**config.mk**
```make
export PLATFORM = sky130hd
export DESIGN_NAME = positional_list_engine
export DESIGN_NICKNAME = d
export VERILOG_FILES = /design/src/design/ple_pkg.sv /design/src/design/ple_ram.sv /design/src/design/ple_ctrl.sv /design/src/design/positional_list_engine.sv
export SDC_FILE = /design/constraint.sdc
export NUM_CORES = 2
export LEC_CHECK = 0
export ABC_AREA = 1
export BUFFER_PORTS_ARGS = -buffer_cell sky130_fd_sc_hd__buf_2
export CAP_MARGIN = 20
export CORE_ASPECT_RATIO = 0.75
export CORE_MARGIN = 4
export CORE_UTILIZATION = 50
export DETAILED_ROUTE_END_ITERATION = 10
export HOLD_SLACK_MARGIN = 0.06
export PLACE_DENSITY = 0.65
export SYNTH_ARGS = -nofsm -noshare
export SYNTH_HDL_FRONTEND = slang
export SYNTH_SLANG_ARGS = --single-unit
```
**constraint.sdc**
```tcl
create_clock -name clk -period 6.1 [get_ports clk]
set_clock_uncertainty 0.1 [all_clocks]
set_input_delay 0 -clock clk [delete_from_list [all_inputs] [get_ports clk]]
set_output_delay 0 -clock clk [all_outputs]
set_load 0.02 [all_outputs]
```
**src/design/ple_pkg.sv**
```systemverilog
// ----------------------------------------------------------------------------
// ple_pkg
// Shared codes and field widths for the positional list engine.
// ----------------------------------------------------------------------------
package ple_pkg;

    // Field widths of the input and result words
    localparam int DATA_W   = 32;
    localparam int POS_W    = 9;
    localparam int OP_W     = 2;
    localparam int STATUS_W = 2;
    localparam int COUNT_W  = 7;

    // Operation codes
    localparam logic [OP_W-1:0] OP_INSERT = 2'd0;
    localparam logic [OP_W-1:0] OP_DELETE = 2'd1;
    localparam logic [OP_W-1:0] OP_PEEK   = 2'd2;

    // Status codes
    localparam logic [STATUS_W-1:0] ST_OK      = 2'd0;
    localparam logic [STATUS_W-1:0] ST_FULL    = 2'd1;
    localparam logic [STATUS_W-1:0] ST_EMPTY   = 2'd2;
    localparam logic [STATUS_W-1:0] ST_BAD_POS = 2'd3;

endpackage

```
**src/design/ple_ram.sv**
```systemverilog
// ----------------------------------------------------------------------------
// ple_ram
// List entry store: one write port, one read port, registered read data.
// ----------------------------------------------------------------------------
module ple_ram
    import ple_pkg::*;
#(
    parameter int DEPTH = 64,
    parameter int AW    = 6
)
(
    input  logic              clk,
    input  logic              we,
    input  logic [AW-1:0]     waddr,
    input  logic [DATA_W-1:0] wdata,
    input  logic              re,
    input  logic [AW-1:0]     raddr,
    output logic [DATA_W-1:0] rdata
);

    logic [DATA_W-1:0] mem [DEPTH];
    logic [DATA_W-1:0] rdata_reg;

    // Write port
    always_ff @(posedge clk)
    begin
        if (we)
        begin
            mem[waddr] <= wdata;
        end
    end

    // Read port, registered read data
    always_ff @(posedge clk)
    begin
        if (re)
        begin
            rdata_reg <= mem[raddr];
        end
    end

    assign rdata = rdata_reg;

endmodule

```
**src/design/ple_ctrl.sv**
```systemverilog
// ----------------------------------------------------------------------------
// ple_ctrl
// Operation sequencer: decodes a word, clamps the position, walks the entry
// store one entry per cycle to open or close a gap, and loads the result.
// ----------------------------------------------------------------------------
module ple_ctrl
    import ple_pkg::*;
#(
    parameter int DEPTH = 64,
    parameter int AW    = 6,
    parameter int CW    = 7
)
(
    input  logic                       clk,
    input  logic                       rst_n,
    // input word
    input  logic                       in_valid,
    output logic                       in_ready,
    input  logic [OP_W-1:0]            op,
    input  logic signed [DATA_W-1:0]   value,
    input  logic signed [POS_W-1:0]    position,
    // result word
    output logic                       out_valid,
    input  logic                       out_ready,
    output logic signed [DATA_W-1:0]   read_value,
    output logic [STATUS_W-1:0]        status,
    output logic [COUNT_W-1:0]         entry_count,
    // entry store
    output logic                       ram_we,
    output logic [AW-1:0]              ram_waddr,
    output logic [DATA_W-1:0]          ram_wdata,
    output logic                       ram_re,
    output logic [AW-1:0]              ram_raddr,
    input  logic [DATA_W-1:0]          ram_rdata
);

    // Signed compare width that holds both the position and the size
    localparam int PW = ((CW > POS_W) ? CW : POS_W) + 1;

    typedef enum logic [4:0] {
        S_IDLE   = 5'b00001,
        S_SHIFT  = 5'b00010,
        S_FILL   = 5'b00100,
        S_PEEK   = 5'b01000,
        S_FINISH = 5'b10000
    } state_t;

    state_t                state_reg, state_next;
    logic [OP_W-1:0]       op_reg, op_next;
    logic [DATA_W-1:0]     value_reg, value_next;
    logic [AW-1:0]         idx_reg, idx_next;
    logic [AW-1:0]         rd_addr_reg, rd_addr_next;
    logic [CW-1:0]         rd_left_reg, rd_left_next;
    logic                  pend_reg, pend_next;
    logic [AW-1:0]         pend_addr_reg, pend_addr_next;
    logic [CW-1:0]         size_reg, size_next;
    logic [CW-1:0]         new_size_reg, new_size_next;
    logic [DATA_W-1:0]     res_value_reg, res_value_next;
    logic [STATUS_W-1:0]   res_status_reg, res_status_next;
    logic                  out_valid_reg, out_valid_next;
    logic [DATA_W-1:0]     out_value_reg, out_value_next;
    logic [STATUS_W-1:0]   out_status_reg, out_status_next;
    logic [COUNT_W-1:0]    out_count_reg, out_count_next;

    logic                  accept;
    logic                  is_full;
    logic                  is_empty;
    logic signed [PW-1:0]  pos_x;
    logic signed [PW-1:0]  size_x;
    logic signed [PW-1:0]  del_lim_x;
    logic [AW-1:0]         ins_idx;
    logic [AW-1:0]         del_idx;
    logic                  peek_ok;
    logic                  out_free;

    assign in_ready = (state_reg == S_IDLE);
    assign accept   = in_valid && in_ready;
    assign out_free = !out_valid_reg || out_ready;

    // Position decode and clamping
    assign pos_x     = PW'(position);
    assign size_x    = $signed(PW'(size_reg));
    assign del_lim_x = size_x - PW'(1);
    assign is_full   = (size_reg == CW'(DEPTH));
    assign is_empty  = (size_reg == '0);
    assign peek_ok   = (pos_x >= 0) && (pos_x < size_x);

    always_comb
    begin
        if (pos_x <= 0)
            ins_idx = '0;
        else if (pos_x >= size_x)
            ins_idx = AW'(size_x);
        else
            ins_idx = AW'(pos_x);

        if (pos_x <= 0)
            del_idx = '0;
        else if (pos_x >= del_lim_x)
            del_idx = AW'(del_lim_x);
        else
            del_idx = AW'(pos_x);
    end

    // Sequencer and store access
    always_comb
    begin
        state_next      = state_reg;
        op_next         = op_reg;
        value_next      = value_reg;
        idx_next        = idx_reg;
        rd_addr_next    = rd_addr_reg;
        rd_left_next    = rd_left_reg;
        pend_next       = pend_reg;
        pend_addr_next  = pend_addr_reg;
        size_next       = size_reg;
        new_size_next   = new_size_reg;
        res_value_next  = res_value_reg;
        res_status_next = res_status_reg;
        out_valid_next  = out_valid_reg;
        out_value_next  = out_value_reg;
        out_status_next = out_status_reg;
        out_count_next  = out_count_reg;

        ram_we    = 1'b0;
        ram_waddr = pend_addr_reg;
        ram_wdata = ram_rdata;
        ram_re    = 1'b0;
        ram_raddr = rd_addr_reg;

        // result word taken
        if (out_valid_reg && out_ready)
            out_valid_next = 1'b0;

        case (state_reg)
            S_IDLE:
            begin
                if (accept)
                begin
                    op_next         = op;
                    value_next      = value;
                    res_value_next  = '0;
                    res_status_next = ST_OK;
                    new_size_next   = size_reg;
                    pend_next       = 1'b0;
                    rd_left_next    = '0;
                    state_next      = S_FINISH;
                    case (op)
                        OP_INSERT:
                        begin
                            if (is_full)
                            begin
                                res_status_next = ST_FULL;
                            end
                            else
                            begin
                                // move entries idx..size-1 back by one, top first
                                idx_next      = ins_idx;
                                rd_addr_next  = AW'(size_reg - CW'(1));
                                rd_left_next  = size_reg - CW'(ins_idx);
                                new_size_next = size_reg + CW'(1);
                                state_next    = S_SHIFT;
                            end
                        end
                        OP_DELETE:
                        begin
                            if (is_empty)
                            begin
                                res_status_next = ST_EMPTY;
                            end
                            else
                            begin
                                // move entries idx+1..size-1 forward by one
                                idx_next      = del_idx;
                                rd_addr_next  = del_idx + AW'(1);
                                rd_left_next  = size_reg - CW'(1) - CW'(del_idx);
                                new_size_next = size_reg - CW'(1);
                                state_next    = S_SHIFT;
                            end
                        end
                        OP_PEEK:
                        begin
                            if (peek_ok)
                            begin
                                ram_re     = 1'b1;
                                ram_raddr  = AW'($unsigned(position));
                                state_next = S_PEEK;
                            end
                            else
                            begin
                                res_status_next = ST_BAD_POS;
                            end
                        end
                        default:
                        begin
                            res_status_next = ST_OK;
                        end
                    endcase
                end
            end

            S_SHIFT:
            begin
                // write back the entry read last cycle
                if (pend_reg)
                begin
                    ram_we    = 1'b1;
                    ram_waddr = pend_addr_reg;
                    ram_wdata = ram_rdata;
                end
                // issue the next read
                if (rd_left_reg != '0)
                begin
                    ram_re       = 1'b1;
                    ram_raddr    = rd_addr_reg;
                    rd_left_next = rd_left_reg - CW'(1);
                    pend_next    = 1'b1;
                    if (op_reg == OP_INSERT)
                    begin
                        rd_addr_next   = rd_addr_reg - AW'(1);
                        pend_addr_next = rd_addr_reg + AW'(1);
                    end
                    else
                    begin
                        rd_addr_next   = rd_addr_reg + AW'(1);
                        pend_addr_next = rd_addr_reg - AW'(1);
                    end
                end
                else
                begin
                    pend_next  = 1'b0;
                    state_next = (op_reg == OP_INSERT) ? S_FILL : S_FINISH;
                end
            end

            S_FILL:
            begin
                ram_we     = 1'b1;
                ram_waddr  = idx_reg;
                ram_wdata  = value_reg;
                state_next = S_FINISH;
            end

            S_PEEK:
            begin
                res_value_next = ram_rdata;
                state_next     = S_FINISH;
            end

            S_FINISH:
            begin
                if (out_free)
                begin
                    out_valid_next  = 1'b1;
                    out_value_next  = res_value_reg;
                    out_status_next = res_status_reg;
                    out_count_next  = COUNT_W'(new_size_reg);
                    size_next       = new_size_reg;
                    state_next      = S_IDLE;
                end
            end

            default:
            begin
                state_next = S_IDLE;
            end
        endcase
    end

    // Control state
    always_ff @(posedge clk or negedge rst_n)
    begin
        if (!rst_n)
        begin
            state_reg     <= S_IDLE;
            size_reg      <= '0;
            out_valid_reg <= 1'b0;
            rd_left_reg   <= '0;
            pend_reg      <= 1'b0;
        end
        else
        begin
            state_reg     <= state_next;
            size_reg      <= size_next;
            out_valid_reg <= out_valid_next;
            rd_left_reg   <= rd_left_next;
            pend_reg      <= pend_next;
        end
    end

    // Payload and address registers
    always_ff @(posedge clk)
    begin
        op_reg         <= op_next;
        value_reg      <= value_next;
        idx_reg        <= idx_next;
        rd_addr_reg    <= rd_addr_next;
        pend_addr_reg  <= pend_addr_next;
        new_size_reg   <= new_size_next;
        res_value_reg  <= res_value_next;
        res_status_reg <= res_status_next;
        out_value_reg  <= out_value_next;
        out_status_reg <= out_status_next;
        out_count_reg  <= out_count_next;
    end

    assign out_valid   = out_valid_reg;
    assign read_value  = $signed(out_value_reg);
    assign status      = out_status_reg;
    assign entry_count = out_count_reg;

endmodule

```
**src/design/positional_list_engine.sv**
```systemverilog
// ----------------------------------------------------------------------------
// positional_list_engine
// Ordered list of signed 32-bit values with insert, delete and peek at a
// position, held in a single-port-write, single-port-read entry store.
// ----------------------------------------------------------------------------
//  channel | direction | handshake           | word
//  in      | input     | in_valid/in_ready   | op, value, position
//  out     | output    | out_valid/out_ready | read_value, status, entry_count
//
//  One word at a time. An insert or delete walks the shift state (an insert
//  then the fill state), a peek the peek state; a flagged or unused op goes
//  straight to the finish state, which loads the result. The gap is opened
//  or closed one entry per cycle through the store's read port.
//  Next word is taken the cycle after the result is loaded; the result
//  register waits for out_ready without blocking that accept.
//  Reset clears the size; entries above the size are never read.
// ----------------------------------------------------------------------------
module positional_list_engine
    import ple_pkg::*;
#(
    parameter int DEPTH = 64
)
(
    input  logic                     clk,
    input  logic                     rst_n,
    input  logic                     in_valid,
    output logic                     in_ready,
    input  logic [OP_W-1:0]          op,
    input  logic signed [DATA_W-1:0] value,
    input  logic signed [POS_W-1:0]  position,
    output logic                     out_valid,
    input  logic                     out_ready,
    output logic signed [DATA_W-1:0] read_value,
    output logic [STATUS_W-1:0]      status,
    output logic [COUNT_W-1:0]       entry_count
);

    localparam int AW = $clog2(DEPTH);
    localparam int CW = $clog2(DEPTH + 1);

    logic              ram_we;
    logic [AW-1:0]     ram_waddr;
    logic [DATA_W-1:0] ram_wdata;
    logic              ram_re;
    logic [AW-1:0]     ram_raddr;
    logic [DATA_W-1:0] ram_rdata;

    // Sequencer
    ple_ctrl #(
        .DEPTH (DEPTH),
        .AW    (AW),
        .CW    (CW)
    ) u_ctrl (
        .clk         (clk),
        .rst_n       (rst_n),
        .in_valid    (in_valid),
        .in_ready    (in_ready),
        .op          (op),
        .value       (value),
        .position    (position),
        .out_valid   (out_valid),
        .out_ready   (out_ready),
        .read_value  (read_value),
        .status      (status),
        .entry_count (entry_count),
        .ram_we      (ram_we),
        .ram_waddr   (ram_waddr),
        .ram_wdata   (ram_wdata),
        .ram_re      (ram_re),
        .ram_raddr   (ram_raddr),
        .ram_rdata   (ram_rdata)
    );

    // Entry store
    ple_ram #(
        .DEPTH (DEPTH),
        .AW    (AW)
    ) u_ram (
        .clk   (clk),
        .we    (ram_we),
        .waddr (ram_waddr),
        .wdata (ram_wdata),
        .re    (ram_re),
        .raddr (ram_raddr),
        .rdata (ram_rdata)
    );

endmodule

```
* After elaboration in Yosys (flattened, before gate mapping)
Memory sizes are Yosys's and may differ from the RTL's. A register that Yosys moved wholly into a read port is not among the register bits. Cells that the tools add are included.
Word-level totals: register bits after elaboration 155, RAM bits 2048, logic and storage cells 129, memories 1
Memories:
- u_ram.mem | words 64, bits a word 32, read ports 1, clocked after Yosys merged registers in 1, wr ports 1, line ple_ram.sv:21 | logic [DATA_W-1:0] mem [DEPTH];
Cells by class: add/sub/neg operators 9, order comparisons 5, equality and inequality tests 17, mux-type cells 59, reductions and logical operators 22
Operators by type and width (count):
- $mux W6 | 17
- $mux W32 | 2
- $pmux W32 S2 | 1
- $mux W7 | 6
- $pmux W7 S2 | 3
- $pmux W6 S2 | 3
- $mux W5 | 7
- $pmux W5 S4 | 1
- $ge A9 B8 Y1 | 2
- $pmux W5 S3 | 1
- $sub A7 B1 Y7 const B | 2
- $sub A7 B6 Y7 | 2
- $add A6 B1 Y6 const B | 2
- $mux W1 | 12
- $reduce_and A2 Y1 | 5
- $ge A9 B1 Y1 const B | 1
- $le A9 B1 Y1 const B | 1
- $lt A9 B8 Y1 | 1
- $ne A3 B3 Y1 const B | 3
- $ne A2 B2 Y1 const B | 4
- $sub A7 B1 Y8 const B | 1
- $add A7 B1 Y7 const B | 1
- $eq A7 B7 Y1 const B | 1
- $logic_not A7 Y1 | 1
- 22 further kinds | 32

* Depth between registers and ports, before layout
word-level depth 9, depth in mapped cells 27, mapped depth without buffers 27

* Hierarchy
Synthesis repeated with hierarchy kept, for this count alone.
Unflattened totals: cell total of the unflattened synthesis 7580, area total of the unflattened synthesis 91022.3 sq um
By module, submodules not included:
- ple_ram | times used 1, cells each 6770, area each 83060.9 sq um, seq. area each 62459.9 sq um
- ple_ctrl | times used 1, cells each 810, area each 7961.4 sq um, seq. area each 4550.6 sq um

* Least setup slack after synthesis
No wires, ideal clock.
path type register to register, from reg u_ctrl.state_reg[4], to mem u_ram.mem[62][0] (enable), library setup time 0.461 ns, data arrival time 4.021 ns, required time 5.539 ns, setup slack 1.518 ns, cell stages (with the launch flop) 8, path buffers 0, clock period less this slack 4.582 ns, path through dfrtp_1 nor4_4 inv_1 o21ai_0 inv_1 nor3_1 inv_1 nor3_1
Between the ends: cells in the longest elaborated chain, start to end 4
RTL lines:
- from (decl) | line ple_ctrl.sv:48 | state_t state_reg, state_next;
- from (signal assigned) | line ple_ctrl.sv:283 | state_reg <= state_next;
- $eq A5 B3 Y1 / $eq A5 B2 Y1 (equally long branches) | line ple_ctrl.sv:135 | case (state_reg)
- $pmux W1 S2 | line ple_ctrl.sv:135
- $mux W1 | line ple_ram.sv:27 | if (we)
- $mux W1 (not written as such) | line ple_ram.sv:29 | mem[waddr] <= wdata;
- to (decl) | line ple_ram.sv:21
Several ways; a longest one is shown, not always the timed one.

* Worst setup path in the final report
from reg u_ctrl.size_reg[5], to reg u_ram.rdata_reg[13], in the netlist u_ram.rdata[13] (read register of u_ram.mem), data pin
Between the ends: cells in the longest elaborated chain, start to end 6
RTL lines:
- from (decl) | line ple_ctrl.sv:56 | logic [CW-1:0] size_reg, size_next;
- from (signal assigned) | line ple_ctrl.sv:284 | size_reg <= size_next;
- $lt A9 B8 Y1 * | line ple_ctrl.sv:86 | assign peek_ok = (pos_x >= 0) && (pos_x < size_x);
- $logic_and A1 B1 Y1 * | line ple_ctrl.sv:86
- $mux W1 / $mux W6 (equally long branches) | line ple_ctrl.sv:183 | if (peek_ok)
- $mux W1 / $mux W6 (equally long branches) | line ple_ctrl.sv:148 | case (op)
- $mux W1 / $mux W6 (equally long branches) | line ple_ctrl.sv:138 | if (accept)
- $pmux W1 S2 / $mux W6 (equally long branches)
- to (decl) | line ple_ram.sv:22 | logic [DATA_W-1:0] rdata_reg;
Mark *: on every way between the ends. The rest lies on a longest branch, timed or not. A chain may end at the register's enable or synchronous reset.

==> reports/results.ini <==
[sta]
layout_min_cycle_time_ns = 5.97
rsz0062_at_grt = no
layout_setup_ws_ns = 0.127
finalSetupViolCount = 0
setup_tns_ns = 0
report.final.slew_viol_count = 0
tightest_slew_ns = 1.14
fin_crit_sh_pct = 97.9
hold-worst-slack_ns = 0.141
relSlewSlack_pct = 23.6
fmax_mhz = 167
finalHoldViolCount = 0

[routing]
top_layer_used = met5
drc = 0
wl_met2_um = 118000
dr_wl_met3_um = 40100
ant_nets = 0
dr_total_vias = 62400
routed_wl_um = 283000
met1_length_um = 117000
avgViaCountPerCell = 5.84
dr.pass1.iters = 6
dr.first_iter.drc_count = 9420
wl_per_cell_um = 26.5

[critical_path]
crit_required_ns = 6.57
crit_cells = 22
crit_type = flip-flop to flip-flop
reg2reg_depth = 22
crit_arrival_ns = 6.45
path_max_fanout = 52
start_kind = flip-flop
critPathTopFamily = simple AND/OR/NAND/NOR gates
max_stage_delay_ns = 0.59
crit_chain = buf_4 -> inv_1 -> ha_1 -> nand2_1 -> nor3_1 -> dlygate4sd3_1 -> a21oi_1 -> nand2_1 -> nor2_4 -> nand2_2 -> nand2_8 -> inv_8 -> buf_12 -> buf_4 -> nand2_1 -> nand2_1 -> nand2_1 -> nand3_1 -> nand3_1 -> nand3_1 -> nand3_1 -> nand2_1
crit_top_cell = nand2_1
cp_slowest_cell = dlygate4sd3_1
path_buf_inv = 6
crit_path_end_kind = flip-flop

[synthesis]
netlist_top_cells_count = 2214 x edfxtp_1, 2080 x nand2_1, 1051 x nand3_1
synth_area_um2 = 93600
yosysTopAreaCell = edfxtp_1
synth.distinct_cells = 49
synth_enable_flop_cells = 2214
syn_area_per_cell_um2 = 11.9
syn_inst = 7881
synthArstFlopShare_pct = 0.940
synth.area.top_cells = edfxtp_1 71%, nand2_1 8.3%, nand3_1 5.6%
yosysMostFrequentCell = edfxtp_1
synth_top_flop_cell = edfxtp_1
synth_top_area_share_pct = 71.0
syn_nets = 7963
synth-seq-area-share_pct = 71.6
yosysWarnings = 0
synth.ff_latch_count = 2235

[finish]
fin_area_um2 = 105000
fin_nets = 8088
drive_gt1_share_pct = 9.14
area_delta_synth_final_pct = 12.4
top_register = u_ram.mem
largest_reg_flops = 2048

[floorplanning]
start_util_pct = 50.3
die_area_um2 = 194000
core-area_um2 = 186000
die_y_um = 383
row_count = 137
boundaryPins = 90
die_w_um = 508

[grt]
grt_pass1_wl_um = 404000
grt-ovfl-total = 0
antenna_found_initial = 16
grt_util_all_layers_pct = 28.6
grt_start_max_net_pins = 180
grt_pass1_vias = 57200

[clocking]
postCtsSetupRepairBufs = 0
clk_latency_ns = 0.84
htreeDepth = 4
cts_buffers = 205
cts_tree = built
clk_pin_slew_worst_paths_ns = 0.07
clkSinkCount = 2235
clockBufferDepth = 3
cts_root_buffer = clkbuf_16

[min_path]
whs_path_depth = 6
hold_path_class = input pin to flip-flop

[placement]
dp_hpwl_um = 157000
io_buffer_count = 89
post_dp_cell_area_um2 = 97700
dp_worst_setup_slack_ns = 0.603
finalWeightedCongestion = 0.906

[power]
finalPower_uw = 42300
ir_drop_v = 0.000318
leakagePower_uw = 0.0389
powerDensity_nw_per_um2 = 402

[outcome]
run_status = finished, final reports clean

[flow_run]
cap_violations = 0

-- cells by family after synthesis --
group | Yosys count | synth area share (%)
AND/OR/NAND/NOR | 3358 | 15.1
buffers and inverters | 1364 | 6.14
XOR/XNOR | 22 | 0.206
multiplexers | 2 | 0.0214
AO/OA/AOI/OAI | 865 | 6.43
adder cells (fa/ha/maj) | 35 | 0.484
flip-flops | 2235 | 71.6
-- cells in the final DEF, fill, tap and decap left out, types with 63 or more instances in the layout --
cell	netlist	layout
buf_2	337	89
buf_4	13	173
clkbuf_16	0	208
dlygate4sd3_1	0	86
edfxtp_1	2214	2214
inv_1	892	889
nand2_1	2080	2079
nand3_1	1051	1048
nor2_1	144	83
nor2_4	2	63
o211ai_1	640	640
o21ai_0	170	138
-- final cells by class --
type / instances / area [um^2]
antenna: 4 / 10.0
clock buffer: 261 / 5410
clock inverter: 121 / 1150
fill: 15000 / 80800
inverter: 899 / 3420
multi-input combinational: 4282 / 21700
sequential: 2235 / 67000
tap: 2502 / 3130
timing repair buffer: 383 / 3300
-- metal layers --
metal | vias up | track usage, %
met4 | 4 | 8.40
met1 | 30400 | 43.5
met5 | - | 0
met3 | 447 | 8.08
met2 | 3692 | 40.2
li1 | 27800 | -
-- power breakdown --
group / internal (uW) / switching, uW
logic: 2800 / 8420
registers: 18000 / 298
clock network: 7090 / 5740
-- stage by stage --
step	std cells	utilization, %
after floorplan	7881	-
after detailed placement	10200	52.5
after CTS	10700	56.5
after global routing	10700	56.5
after global placement	10200	52.5
final	10700	56.6
-- timing repair --
item | 4_1_cts | 5_1_grt
endpoints found under the hold margin | 154 | 0
resized for setup | 0 | 4
hold buffers | 87 | 0
endpoints found under the setup margin | 0 | 5
-- worst reg2reg max path, stage by stage, from the launching register on --
cell,delay [ns]
dfrtp_1,0.36
buf_4,0.16
inv_1,0.17
ha_1,0.26
nand2_1,0.08
nor3_1,0.05
dlygate4sd3_1,0.59
a21oi_1,0.21
nand2_1,0.15
nor2_4,0.45
nand2_2,0.20
nand2_8,0.43
inv_8,0.38
buf_12,0.29
buf_4,0.26
nand2_1,0.10
nand2_1,0.06
nand2_1,0.05
nand3_1,0.09
nand3_1,0.10
nand3_1,0.51
nand3_1,0.56
nand2_1,0.09
-- path summary, 6_finish.rpt --
kind	startpoint	end	slack, ns
setup reg to reg	u_ctrl.size_reg[5]	u_ram.rdata[13]	0.13
min in group asynchronous	rst_n	u_ctrl.size_reg[2]	0.65
hold / removal	position[6]	u_ctrl.idx_reg[0]	0.14
hold reg to reg	u_ctrl.res_value_reg[24]	u_ctrl.read_value[24]	0.31
setup / recovery	u_ctrl.size_reg[5]	u_ram.rdata[13]	0.13
max in group asynchronous	rst_n	u_ctrl.state_reg[0]	5.01
Note: power is estimated with default switching activity, not from simulation.
